### src/sv/tcce_pkg.sv
// Shared types, constants and address helpers for the text console character engine.
// No dependencies; the RTL files refer to this package by scoped names, the testbench imports it.
package tcce_pkg;

  localparam int COLUMNS = 80;
  localparam int ROWS    = 25;
  localparam int CELLS   = COLUMNS * ROWS;
  localparam int ADDR_W  = $clog2(CELLS);
  localparam int WIDE_W  = 12;
  localparam int COL_W   = 7;
  localparam int ROW_W   = 5;
  localparam int LIN_W   = 11;
  localparam int CELL_W  = 16;
  localparam int QUEUE_DEPTH = 2;
  localparam int TAB_STEP    = 4;
  localparam int TAB_W       = 3;

  localparam logic [7:0] BLANK_ATTR = 8'h0F;
  localparam logic [7:0] CH_SPACE   = 8'h20;
  localparam logic [7:0] CH_NL      = 8'h0A;
  localparam logic [7:0] CH_BS      = 8'h08;
  localparam logic [7:0] CH_TAB     = 8'h09;
  localparam logic [7:0] CH_CR      = 8'h0D;

  typedef enum logic [2:0] {
    OP_PUT   = 3'd0,
    OP_WRITE = 3'd1,
    OP_SETCUR = 3'd2,
    OP_CLEAR = 3'd3,
    OP_READ  = 3'd4
  } op_e;

  typedef enum logic [3:0] {
    KIND_PLAIN     = 4'd0,
    KIND_TAB       = 4'd1,
    KIND_NEWLINE   = 4'd2,
    KIND_BACKSPACE = 4'd3,
    KIND_CR        = 4'd4,
    KIND_WRITE     = 4'd5,
    KIND_SETCUR    = 4'd6,
    KIND_CLEAR     = 4'd7,
    KIND_READ      = 4'd8,
    KIND_NOP       = 4'd9
  } kind_e;

  typedef struct packed {
    kind_e              kind;
    logic [7:0]         put_char;
    logic [7:0]         attr;
    logic [COL_W-1:0]   col;
    logic [ROW_W-1:0]   row;
    logic [ADDR_W-1:0]  addr;
    logic               in_range;
  } entry_t;

  function automatic logic [WIDE_W-1:0] wide_pos(logic [ROW_W-1:0] row,
                                                 logic [COL_W-1:0] col);
    wide_pos = WIDE_W'(row) * WIDE_W'(COLUMNS) + WIDE_W'(col);
  endfunction

  function automatic logic [ADDR_W-1:0] cell_addr(logic [ROW_W-1:0] row,
                                                  logic [COL_W-1:0] col);
    logic [WIDE_W-1:0] full;
    full = wide_pos(row, col);
    cell_addr = ADDR_W'(full);
  endfunction

  function automatic logic [LIN_W-1:0] lin_of(logic [ROW_W-1:0] row,
                                              logic [COL_W-1:0] col);
    logic [WIDE_W-1:0] full;
    full = wide_pos(row, col);
    lin_of = full[LIN_W-1:0];
  endfunction

endpackage

### src/sv/tcce_queue.sv
// Short command queue between the decode front end and the execution back end.
// Depends on tcce_pkg.
module tcce_queue (
  input  logic              clk_i,
  input  logic              rst_ni,
  input  logic              push_i,
  input  tcce_pkg::entry_t  entry_i,
  output logic              full_o,
  input  logic              pop_i,
  output logic              empty_o,
  output tcce_pkg::entry_t  entry_o
);

  localparam int PTR_W = (tcce_pkg::QUEUE_DEPTH > 1) ? $clog2(tcce_pkg::QUEUE_DEPTH) : 1;
  localparam int CNT_W = $clog2(tcce_pkg::QUEUE_DEPTH + 1);

  tcce_pkg::entry_t  slots_q [tcce_pkg::QUEUE_DEPTH];
  logic [PTR_W-1:0]  wptr_q, wptr_d;
  logic [PTR_W-1:0]  rptr_q, rptr_d;
  logic [CNT_W-1:0]  cnt_q, cnt_d;

  assign full_o  = cnt_q == CNT_W'(tcce_pkg::QUEUE_DEPTH);
  assign empty_o = cnt_q == '0;
  assign entry_o = slots_q[rptr_q];

  function automatic logic [PTR_W-1:0] inc_ptr(logic [PTR_W-1:0] p);
    inc_ptr = (p == PTR_W'(tcce_pkg::QUEUE_DEPTH - 1)) ? '0 : p + 1'b1;
  endfunction

  always_comb begin
    wptr_d = push_i ? inc_ptr(wptr_q) : wptr_q;
    rptr_d = pop_i ? inc_ptr(rptr_q) : rptr_q;
    cnt_d  = cnt_q;
    if (push_i && !pop_i) begin
      cnt_d = cnt_q + 1'b1;
    end else if (pop_i && !push_i) begin
      cnt_d = cnt_q - 1'b1;
    end
  end

  always_ff @(posedge clk_i or negedge rst_ni) begin
    if (!rst_ni) begin
      wptr_q <= '0;
      rptr_q <= '0;
      cnt_q  <= '0;
    end else begin
      wptr_q <= wptr_d;
      rptr_q <= rptr_d;
      cnt_q  <= cnt_d;
    end
  end

  always_ff @(posedge clk_i) begin
    if (push_i) begin
      slots_q[wptr_q] <= entry_i;
    end
  end

endmodule

### config.mk
export PLATFORM = sky130hd
export DESIGN_NAME = tcce_queue
export DESIGN_NICKNAME = d
export VERILOG_FILES = /design/src/sv/tcce_pkg.sv /design/src/sv/tcce_queue.sv
export SDC_FILE = /design/constraint.sdc
export NUM_CORES = 1
export LEC_CHECK = 0
export BUFFER_PORTS_ARGS = -buffer_cell sky130_fd_sc_hd__buf_2
export CAP_MARGIN = 15
export CORE_MARGIN = 4
export CORE_UTILIZATION = 35
export DETAILED_ROUTE_END_ITERATION = 10
export RECOVER_POWER = 25
export SYNTH_ARGS = -nofsm -noshare
export SYNTH_HDL_FRONTEND = slang
export SYNTH_SLANG_ARGS = --single-unit
### constraint.sdc
create_clock -name clk_i -period 6.3 [get_ports clk_i]
set_clock_uncertainty 0.1 [all_clocks]
set_input_delay 0 -clock clk_i [delete_from_list [all_inputs] [get_ports clk_i]]
set_output_delay 0 -clock clk_i [all_outputs]
set_load 0.01 [all_outputs]
==> results.cfg <==
[status]
status = finished, final reports clean

[global_routing]
grt_overflow = 0
grt_max_degree = 45
antenna_found_initial = 2
grt_pass1_vias = 1994
grt_usage_pct = 11.2
grt_pass1_wl_um = 9910

[floorplanning]
fp.dieH_um = 109
core_sq_um = 9860
boundaryPins = 94
die_x_um = 109
placementRows = 36
die_area_sq_um = 11900
start_util_pct = 36.1

[drt]
met2_length_um = 2820
vias_per_cell = 4.31
wl_met3_um = 600
drtIter0Drc = 37
drcViolationCount = 0
route.vias.total = 1899
first_pass_iters = 4
wl_met1_um = 2900
ant_nets = 0
highest-signal-layer = met5
wl_um = 6420
wl_per_cell_um = 14.6

[timing]
period_share_pct = 34.7
setup_viol = 0
slew_violations = 0
tightest_slew_ns = 1.11
max_slew_margin_pct = 26.3
rsz0062_at_grt = no
hold_viol = 0
finalWorstPathRequiredPeriod_ns = 2.19
finalSetupTns_ns = 0
max_clock_freq_ghz = 0.457

[critical_path]
cp.required_ns = 6.20
reg2reg_slack_ns = 4.46
arrival_ns = 2.09
reg2reg_to = slots_q[1][31]$_DFFE_PP_
crit_fanout = 33
cp-end-kind = primary output
worstRegToRegCells = 1
r2r-start = wptr_q$_DFFE_PN0P_
startpoint_type = flip-flop
critical_path_class = reg -> out

[clock_network]
clock-root-buffer = clkbuf_8
clk_pin_slew_worst_paths_ns = 0.08
clkSinkCount = 92
cts_buffers = 9
h-tree-depth = 3
cts_setup_buffers = 0
cts_tree = yes
clk_latency_ns = 0.34
cts_max_path_buffers = 2

[synth]
netlist_instances = 153
synthesis.nets = 202
synth-seq-cells = 92
synth.distinct_cells = 13
synth_warnings = 0
syn_avg_cell_area_sq_um = 23.3
syn-cell-area_sq_um = 3560
seq_area_frac_synth_pct = 77.0

[hold_path]
hold_path_class = in -> reg
hold_depth = 2
hp-start = entry_i[21]
holdPathEnd = slots_q[1][21]$_DFFE_PP_

[power_and_ir_drop]
vdd_drop_max_mv = 0.223
p_per_area_nw_per_um2 = 395
sw_frac_of_total_pct = 28.2
p_clk_share_pct = 22.1
power.internal_uw = 1360
p_leak_uw = 0.00188
seqPwrFrac_pct = 46.0
switchingPower_uw = 534
p_comb_share_pct = 31.9

[cells_and_area]
multiInputGateArea_sq_um = 733
final_common_cell = edfxtp_1
fin_nets = 351
seqCellArea_sq_um = 2740
area_growth_pct = 34.6
drive_gt1_share_pct = 43.0
filler_cell_count = 839
layout_common_cells = 88 x edfxtp_1, 66 x buf_2, 48 x dlygate4sd3_1
stdcell_area_sq_um = 4790

[placement]
gp_congestion = 0.675
dpl.hpwl_um = 4190
numPortBuffers = 93
placed_area_sq_um = 4130

[run]
maxCapViolCount = 0
final cells by class:
class	instances	share of cell area (%)
clock buffers	9	2.58
inverters	1	0.0783
well taps	133	3.47
clock inverters	7	1.91
diodes	1	0.0522
multi-input cells	55	15.3
flip-flops and latches	92	57.2
repair buffers	143	19.4
worst max-delay path by stage:
stage	from	end	cells past startpoint
5_1_grt	rptr_q$_DFFE_PN0P_	entry_o[28]	3
2_1_floorplan	wptr_q$_DFFE_PN0P_	slots_q[0][0]$_DFFE_PP_	1
6_report	rptr_q$_DFFE_PN0P_	entry_o[28]	3
3_5_place_dp	wptr_q$_DFFE_PN0P_	slots_q[1][2]$_DFFE_PP_	1
4_1_cts	rptr_q$_DFFE_PN0P_	entry_o[23]	3
3_3_place_gp	rptr_q$_DFFE_PN0P_	entry_o[30]	3
synthesized netlist by cell type:
cell      instances  area share (%)
dfrtp_1           4             2.8
buf_12            4             2.2
buf_6             1            0.32
mux2_4           39              16
xor2_1            4            0.98
nor2b_1           2            0.35
inv_1             1            0.11
mux2_2            5             1.6
edfxtp_1         88              74
ha_1              1            0.35
xnor2_1           1            0.25
and2_1            1            0.18
nor2_1            2            0.21
power groups by stage:
stage | logic [uW] | clock network, uW | registers (uW)
floorplan | 475 | 0 | 858
global placement | 597 | 0 | 883
detailed placement | 597 | 0 | 887
CTS | 624 | 433 | 873
global route | 653 | 455 | 885
finish | 604 | 418 | 871
registers in the layout, indices dropped and copies added (netlist names):
register  cells
cnt_q         2
rptr_q        1
slots_q      88
wptr_q        1
logic make-up (layout without fill, tap and decap cells):
family | after synthesis | after routing | share of synthesized area, %
other cells | 0 | 1 | 0
simple gates | 5 | 5 | 0.738
xor+xnor | 5 | 5 | 1.23
mux | 44 | 44 | 18.0
buf+inv | 6 | 160 | 2.67
flops | 92 | 92 | 77.0
fa+ha+maj | 1 | 1 | 0.351
what timing repair did:
action | CTS | global route
resized for setup | 0 | 0
endpoints found under the hold margin | 95 | 0
hold buffers | 48 | 0
routing by layer:
layer | up-vias | global-route usage (%)
met1 | 906 | 14.6
met4 | 2 | 4.33
met5 | - | 0
li1 | 892 | -
met2 | 87 | 16.9
met3 | 12 | 4.20
worst max-delay path, cell delays in order (launching register included):
cell and delay (ns):
dfrtp_2 0.62, buf_4 0.55, mux2_2 0.41, buf_2 0.14
metrics by stage:
stage | power, uW | setup WS [ns] | utilization [%] | hold WS, ns | instances
after floorplan | 1330 | 3.38 | - | -0.396 | 153
after global placement | 1480 | 4.44 | 41.8 | -0.288 | 376
after detailed placement | 1480 | 4.42 | 41.8 | -0.283 | 376
after CTS | 1930 | 4.04 | 48.9 | 0.248 | 440
after global routing | 1990 | 3.99 | 48.6 | 0.265 | 441
final | 1890 | 4.11 | 48.6 | 0.274 | 441
Power figures use the tool's default switching activity.
