## src/sv/tcce_pkg.sv

```systemverilog
// Shared types, constants and address helpers for the text console character engine.
// No dependencies; the RTL files refer to this package by scoped names, the testbench imports it.
package tcce_pkg;

  localparam int COLUMNS = 80;
  localparam int ROWS    = 25;
  localparam int CELLS   = COLUMNS * ROWS;
  localparam int ADDR_W  = $clog2(CELLS);
  localparam int WIDE_W  = 12;
  localparam int COL_W   = 7;
  localparam int ROW_W   = 5;
  localparam int LIN_W   = 11;
  localparam int CELL_W  = 16;
  localparam int QUEUE_DEPTH = 2;
  localparam int TAB_STEP    = 4;
  localparam int TAB_W       = 3;

  localparam logic [7:0] BLANK_ATTR = 8'h0F;
  localparam logic [7:0] CH_SPACE   = 8'h20;
  localparam logic [7:0] CH_NL      = 8'h0A;
  localparam logic [7:0] CH_BS      = 8'h08;
  localparam logic [7:0] CH_TAB     = 8'h09;
  localparam logic [7:0] CH_CR      = 8'h0D;

  typedef enum logic [2:0] {
    OP_PUT   = 3'd0,
    OP_WRITE = 3'd1,
    OP_SETCUR = 3'd2,
    OP_CLEAR = 3'd3,
    OP_READ  = 3'd4
  } op_e;

  typedef enum logic [3:0] {
    KIND_PLAIN     = 4'd0,
    KIND_TAB       = 4'd1,
    KIND_NEWLINE   = 4'd2,
    KIND_BACKSPACE = 4'd3,
    KIND_CR        = 4'd4,
    KIND_WRITE     = 4'd5,
    KIND_SETCUR    = 4'd6,
    KIND_CLEAR     = 4'd7,
    KIND_READ      = 4'd8,
    KIND_NOP       = 4'd9
  } kind_e;

  typedef struct packed {
    kind_e              kind;
    logic [7:0]         put_char;
    logic [7:0]         attr;
    logic [COL_W-1:0]   col;
    logic [ROW_W-1:0]   row;
    logic [ADDR_W-1:0]  addr;
    logic               in_range;
  } entry_t;

  function automatic logic [WIDE_W-1:0] wide_pos(logic [ROW_W-1:0] row,
                                                 logic [COL_W-1:0] col);
    wide_pos = WIDE_W'(row) * WIDE_W'(COLUMNS) + WIDE_W'(col);
  endfunction

  function automatic logic [ADDR_W-1:0] cell_addr(logic [ROW_W-1:0] row,
                                                  logic [COL_W-1:0] col);
    logic [WIDE_W-1:0] full;
    full = wide_pos(row, col);
    cell_addr = ADDR_W'(full);
  endfunction

  function automatic logic [LIN_W-1:0] lin_of(logic [ROW_W-1:0] row,
                                              logic [COL_W-1:0] col);
    logic [WIDE_W-1:0] full;
    full = wide_pos(row, col);
    lin_of = full[LIN_W-1:0];
  endfunction

endpackage

```

## src/sv/tcce_if.sv

```systemverilog
// Valid/ready channel interfaces for console commands and results.
// Depends on tcce_pkg for field widths.
interface tcce_cmd_if;
  logic                        valid;
  logic                        ready;
  logic [2:0]                  op;
  logic [7:0]                  char_code;
  logic [7:0]                  attribute;
  logic [tcce_pkg::COL_W-1:0]  column;
  logic [tcce_pkg::ROW_W-1:0]  row;

  modport source (output valid, op, char_code, attribute, column, row, input ready);
  modport sink   (input valid, op, char_code, attribute, column, row, output ready);
endinterface


```

## src/sv/tcce_front.sv

```systemverilog
// Command front end: accepts transactions, decodes op and control characters,
// clamps and range-checks positions. Depends on tcce_pkg and tcce_if.
module tcce_front (
  tcce_cmd_if.sink          cmd_i,
  input  logic              init_busy_i,
  input  logic              full_i,
  output logic              push_o,
  output tcce_pkg::entry_t  entry_o
);

  logic col_over;
  logic row_over;

  assign cmd_i.ready = !full_i && !init_busy_i;
  assign push_o      = cmd_i.valid && cmd_i.ready;

  assign col_over = int'(cmd_i.column) >= tcce_pkg::COLUMNS;
  assign row_over = int'(cmd_i.row) >= tcce_pkg::ROWS;

  always_comb begin
    entry_o          = '0;
    entry_o.kind     = tcce_pkg::KIND_NOP;
    entry_o.put_char = cmd_i.char_code;
    entry_o.attr     = cmd_i.attribute;
    entry_o.col      = col_over ? tcce_pkg::COL_W'(tcce_pkg::COLUMNS - 1) : cmd_i.column;
    entry_o.row      = row_over ? tcce_pkg::ROW_W'(tcce_pkg::ROWS - 1) : cmd_i.row;
    entry_o.in_range = !col_over && !row_over;
    entry_o.addr     = tcce_pkg::cell_addr(cmd_i.row, cmd_i.column);
    case (cmd_i.op)
      tcce_pkg::OP_PUT: begin
        case (cmd_i.char_code)
          tcce_pkg::CH_NL:  entry_o.kind = tcce_pkg::KIND_NEWLINE;
          tcce_pkg::CH_BS:  entry_o.kind = tcce_pkg::KIND_BACKSPACE;
          tcce_pkg::CH_CR:  entry_o.kind = tcce_pkg::KIND_CR;
          tcce_pkg::CH_TAB: begin
            entry_o.kind     = tcce_pkg::KIND_TAB;
            entry_o.put_char = tcce_pkg::CH_SPACE;
          end
          default:          entry_o.kind = tcce_pkg::KIND_PLAIN;
        endcase
      end
      tcce_pkg::OP_WRITE:  entry_o.kind = tcce_pkg::KIND_WRITE;
      tcce_pkg::OP_SETCUR: entry_o.kind = tcce_pkg::KIND_SETCUR;
      tcce_pkg::OP_CLEAR:  entry_o.kind = tcce_pkg::KIND_CLEAR;
      tcce_pkg::OP_READ:   entry_o.kind = tcce_pkg::KIND_READ;
      default:             entry_o.kind = tcce_pkg::KIND_NOP;
    endcase
  end

endmodule

```

## src/flat_wrapper.sv

```systemverilog
// flat-port wrapper written by rule: the top's interface ports become plain ports
module tcce_front_flat 
  (init_busy_i, full_i, push_o, entry_o, cmd_i_valid, cmd_i_op, cmd_i_char_code, cmd_i_attribute, cmd_i_column, cmd_i_row, cmd_i_ready);
  tcce_cmd_if cmd_i_i ();
  input  logic init_busy_i;
  input  logic full_i;
  output logic push_o;
  output tcce_pkg::entry_t entry_o;
  input wire logic [$bits(cmd_i_i.valid)-1:0] cmd_i_valid;
  input wire logic [$bits(cmd_i_i.op)-1:0] cmd_i_op;
  input wire logic [$bits(cmd_i_i.char_code)-1:0] cmd_i_char_code;
  input wire logic [$bits(cmd_i_i.attribute)-1:0] cmd_i_attribute;
  input wire logic [$bits(cmd_i_i.column)-1:0] cmd_i_column;
  input wire logic [$bits(cmd_i_i.row)-1:0] cmd_i_row;
  output wire logic [$bits(cmd_i_i.ready)-1:0] cmd_i_ready;
  assign cmd_i_i.valid = cmd_i_valid;
  assign cmd_i_i.op = cmd_i_op;
  assign cmd_i_i.char_code = cmd_i_char_code;
  assign cmd_i_i.attribute = cmd_i_attribute;
  assign cmd_i_i.column = cmd_i_column;
  assign cmd_i_i.row = cmd_i_row;
  assign cmd_i_ready = cmd_i_i.ready;
  tcce_front u_core (.cmd_i(cmd_i_i), .init_busy_i(init_busy_i), .full_i(full_i), .push_o(push_o), .entry_o(entry_o));
endmodule
```

## config.mk

```make
export PLATFORM = sky130hd
export DESIGN_NAME = tcce_front_flat
export DESIGN_NICKNAME = d
export VERILOG_FILES = /design/src/sv/tcce_pkg.sv /design/src/sv/tcce_if.sv /design/src/sv/tcce_front.sv /design/src/flat_wrapper.sv
export SDC_FILE = /design/constraint.sdc
export NUM_CORES = 1
export LEC_CHECK = 0
export ABC_CLOCK_PERIOD_IN_PS = 3150
export BUFFER_PORTS_ARGS = -buffer_cell sky130_fd_sc_hd__buf_2
export CAP_MARGIN = 20
export CORE_MARGIN = 3
export CORE_UTILIZATION = 33
export DETAILED_ROUTE_END_ITERATION = 7
export GPL_TIMING_DRIVEN = 0
export PLACE_DENSITY = 0.84
export SYNTH_ARGS = -nofsm -noshare
export SYNTH_HDL_FRONTEND = slang
export SYNTH_SLANG_ARGS = --single-unit
```

## constraint.sdc

```tcl
create_clock -name vclk -period 3.15
set_clock_uncertainty 0.15 [all_clocks]
set_input_delay 0.63 -clock vclk [all_inputs]
set_output_delay 0.63 -clock vclk [all_outputs]
set_load 0.1 [all_outputs]
```

==> metrics.md <==
| Metric | Value |
|---|---|
| Hold_buf cts | `0` |
| Critical path class | `primary input to output pin` |
| Clk network pwr share | `0` |
| VDD IR-drop max | `approximately 430 uV` |
| Flop pwr share | `0` |
| Dpl cells | `~180` |
| Seq_cells | `0` |
| Vias in the first global route | `roughly 850` |
| Die footprint | `~2400 um2` |
| Overall power | `between 0.6 and 0.7 mW` |
| Hold Crit Class | `primary input to output pin` |
| Maximum fanout along the worst path | `2` |
| Crit path DAT | `between 2 and 2.5 ns` |
| DR vias/cell | `4.75` |
| Share of cells above drive strength 1 | `0.675` |
| Mapped Cells | `85` |
| Slowest cell on crit path | `fa_2` |
| Pint | `~0.19 mW` |
| Final hold violation count | `0` |
| Max-cap violations | `0` |
| Synth top area share | `0.187` |
| Final setup fails | `2` |
| Routed WL per cell | `14.2 um` |
| Tcrit/Tclk final | `1.04` |
| Worst-Margin Slew | `approximately 0.72 ns` |
| Post-route ant nets | `0` |
| DIE HEIGHT | `48.7 um` |
| Top cell family by delay on the critical path | `adder cells` |
| Port buffer count | `72` |
| Net switching power | `~0.48 mW` |
| Delay of the slowest critical-path stage | `~0.59 ns` |
| Main area contributors after synthesis | `ha_1 19%, buf_4 15%, xnor2_1 7.3%` |
| Synth area leader | `ha_1` |
| Core ar. | `approximately 1600 um2` |
| Failing checks | `setup timing` |
| Placement Setup Slack | `-0.826 ns` |
| Syn_area_per_cell | `just over 7 um2` |
| Worst setup EP type | `output pin` |
| Placed Area | `1060 um2` |
| Vias | `889` |
| Startpoint types | `primary input` |
| Slew Viols, Final | `0` |
| Die X | `~49 um` |
| CP bufs+invs | `2` |
| Status | `finished with violations` |
| Lkg Pwr | `around 0.68 nW` |
| Hpwl dp | `1870 um` |
| Cell Rows | `14` |
| Worst-path cell chain | `buf_8 > ha_4 > ha_4 > fa_2 > o2111ai_4 > xnor2_4 > xnor2_4 > buf_12` |
| Slew headroom | `0.516` |
| Sequential-to-total area share from yosys stat | `0` |
| 1st-pass router iterations | `5` |
| Final WS setup | `-0.117 ns` |
| Post-Layout Inst Area | `1310 um2` |
| Min Hold Slack | `1.49 ns` |
| Critical Path RT | `around 2.4 ns` |
| # diodes | `0` |
| Initial Util | `0.373` |
| Final WL | `2650 um` |
| Fin nets | `210` |
| Synth Net Count | `130` |
| Syn Std Cell Area | `602 um2` |
| 1st-iter DRT viols | `9` |
| Sw frac | `0.721` |
| Netlist cell types | `24` |
| Unrepaired setup endpoints after global routing | `true` |
| Initial antenna violation count | `0` |
| Clock buffer cells | `0` |
| Io pins | `80` |
| First-pass GRT wire length | `~3800 um` |
| GP Congestion | `about 0.8` |
| Grt ovf | `0` |
| Drc violations | `0` |
| Gate power share | `1.000` |
| All-Layer GR Usage | `0.200` |
| Post-Layout Cell Count | `between 150 and 200` |
| Maximum clock frequency | `approximately 0.3 GHz` |
| P per Cell Area | `508 nW/um2` |
| Largest net degree at the start of global routing | `6` |
| Syn-to-layout area delta | `118%` |
| Tmin final | `3.27 ns` |
| Register area | `0 um2` |
| Synth warn | `0` |
-- cell usage in the layout, fill, tap and decap left out, types with 2 or more instances in the layout --
master    count
ha_1          5
ha_4          4
a21oi_1       3
buf_4        15
nor3_1        2
clkbuf_1      9
nand2_1       3
buf_2        66
nor2_1        5
xnor2_2       2
buf_6         3
inv_1         4
buf_8         2
xnor2_4       3
and2_1        4
a21oi_2       2
nand2b_1      5
a21o_1        2
buf_12        3
nand3_1       2
-- through the flow --
stage               TNS [ns]   util
floorplan             -0.895      -
global placement       -1.31  0.657
detailed placement     -1.43  0.657
CTS                   -0.217  0.767
global route          -0.275  0.814
finish                -0.188  0.814
-- power groups by stage --
stage	clock network (mW)	logic, mW	registers, mW
floorplan	0	0.473	0
global placement	0	0.549	0
detailed placement	0	0.554	0
CTS	0	0.628	0
global route	0	0.687	0
finish	0	0.666	0
-- worst paths after layout --
check	start	endpoint	cells after the start
setup / recovery	cmd_i_row[3]	entry_o[11]	8
hold / removal	cmd_i_attribute[0]	entry_o[24]	2
-- per-layer routing --
layer / vias to the layer above / part of all wire / GRT usage
met5: - / 0 / 0
met4: 0 / 0.050 / 0.0900
met3: 10 / 0.056 / 0.0245
met2: 55 / 0.57 / 0.410
met1: 404 / 0.33 / 0.192
li1: 420 / - / -
-- synth_stat cells --
| cell type | number |
|---|---|
| a21boi_0 | 1 |
| a21o_1 | 2 |
| a21oi_1 | 5 |
| a31oi_1 | 1 |
| and2_1 | 4 |
| and4b_1 | 1 |
| buf_4 | 12 |
| clkbuf_1 | 9 |
| fa_1 | 2 |
| ha_1 | 9 |
| inv_1 | 4 |
| nand2_1 | 4 |
| nand2b_1 | 5 |
| nand3_1 | 2 |
| nor2_1 | 7 |
| nor2b_1 | 2 |
| nor3_1 | 2 |
| nor4_4 | 1 |
| o2111ai_1 | 1 |
| o21a_1 | 1 |
| o21ai_0 | 2 |
| or2b_1 | 1 |
| xnor2_1 | 5 |
| xor2_1 | 2 |
-- repair_timing --
action	4_1_cts	5_1_grt
buffers inserted	3	4
gates resized for setup	32	11
pin swaps	9	6
endpoints found under the setup margin	3	4
-- cell families after synthesis --
family / synth area share
and+or+nand+nor: 0.281
buffers and inverters: 0.231
AOI/OAI and AO/OA: 0.133
adders and majority gates: 0.254
xor gates and xnor gates: 0.102
-- area by class of cell --
cell class | instances | area (um2)
multi-input cells | 60 | 658
inverters | 4 | 15.0
plain buffers | 21 | 124
repair buffers | 78 | 484
well taps | 24 | 30.0
fillers | 104 | 300
Note: power is estimated with default switching activity, not from simulation.
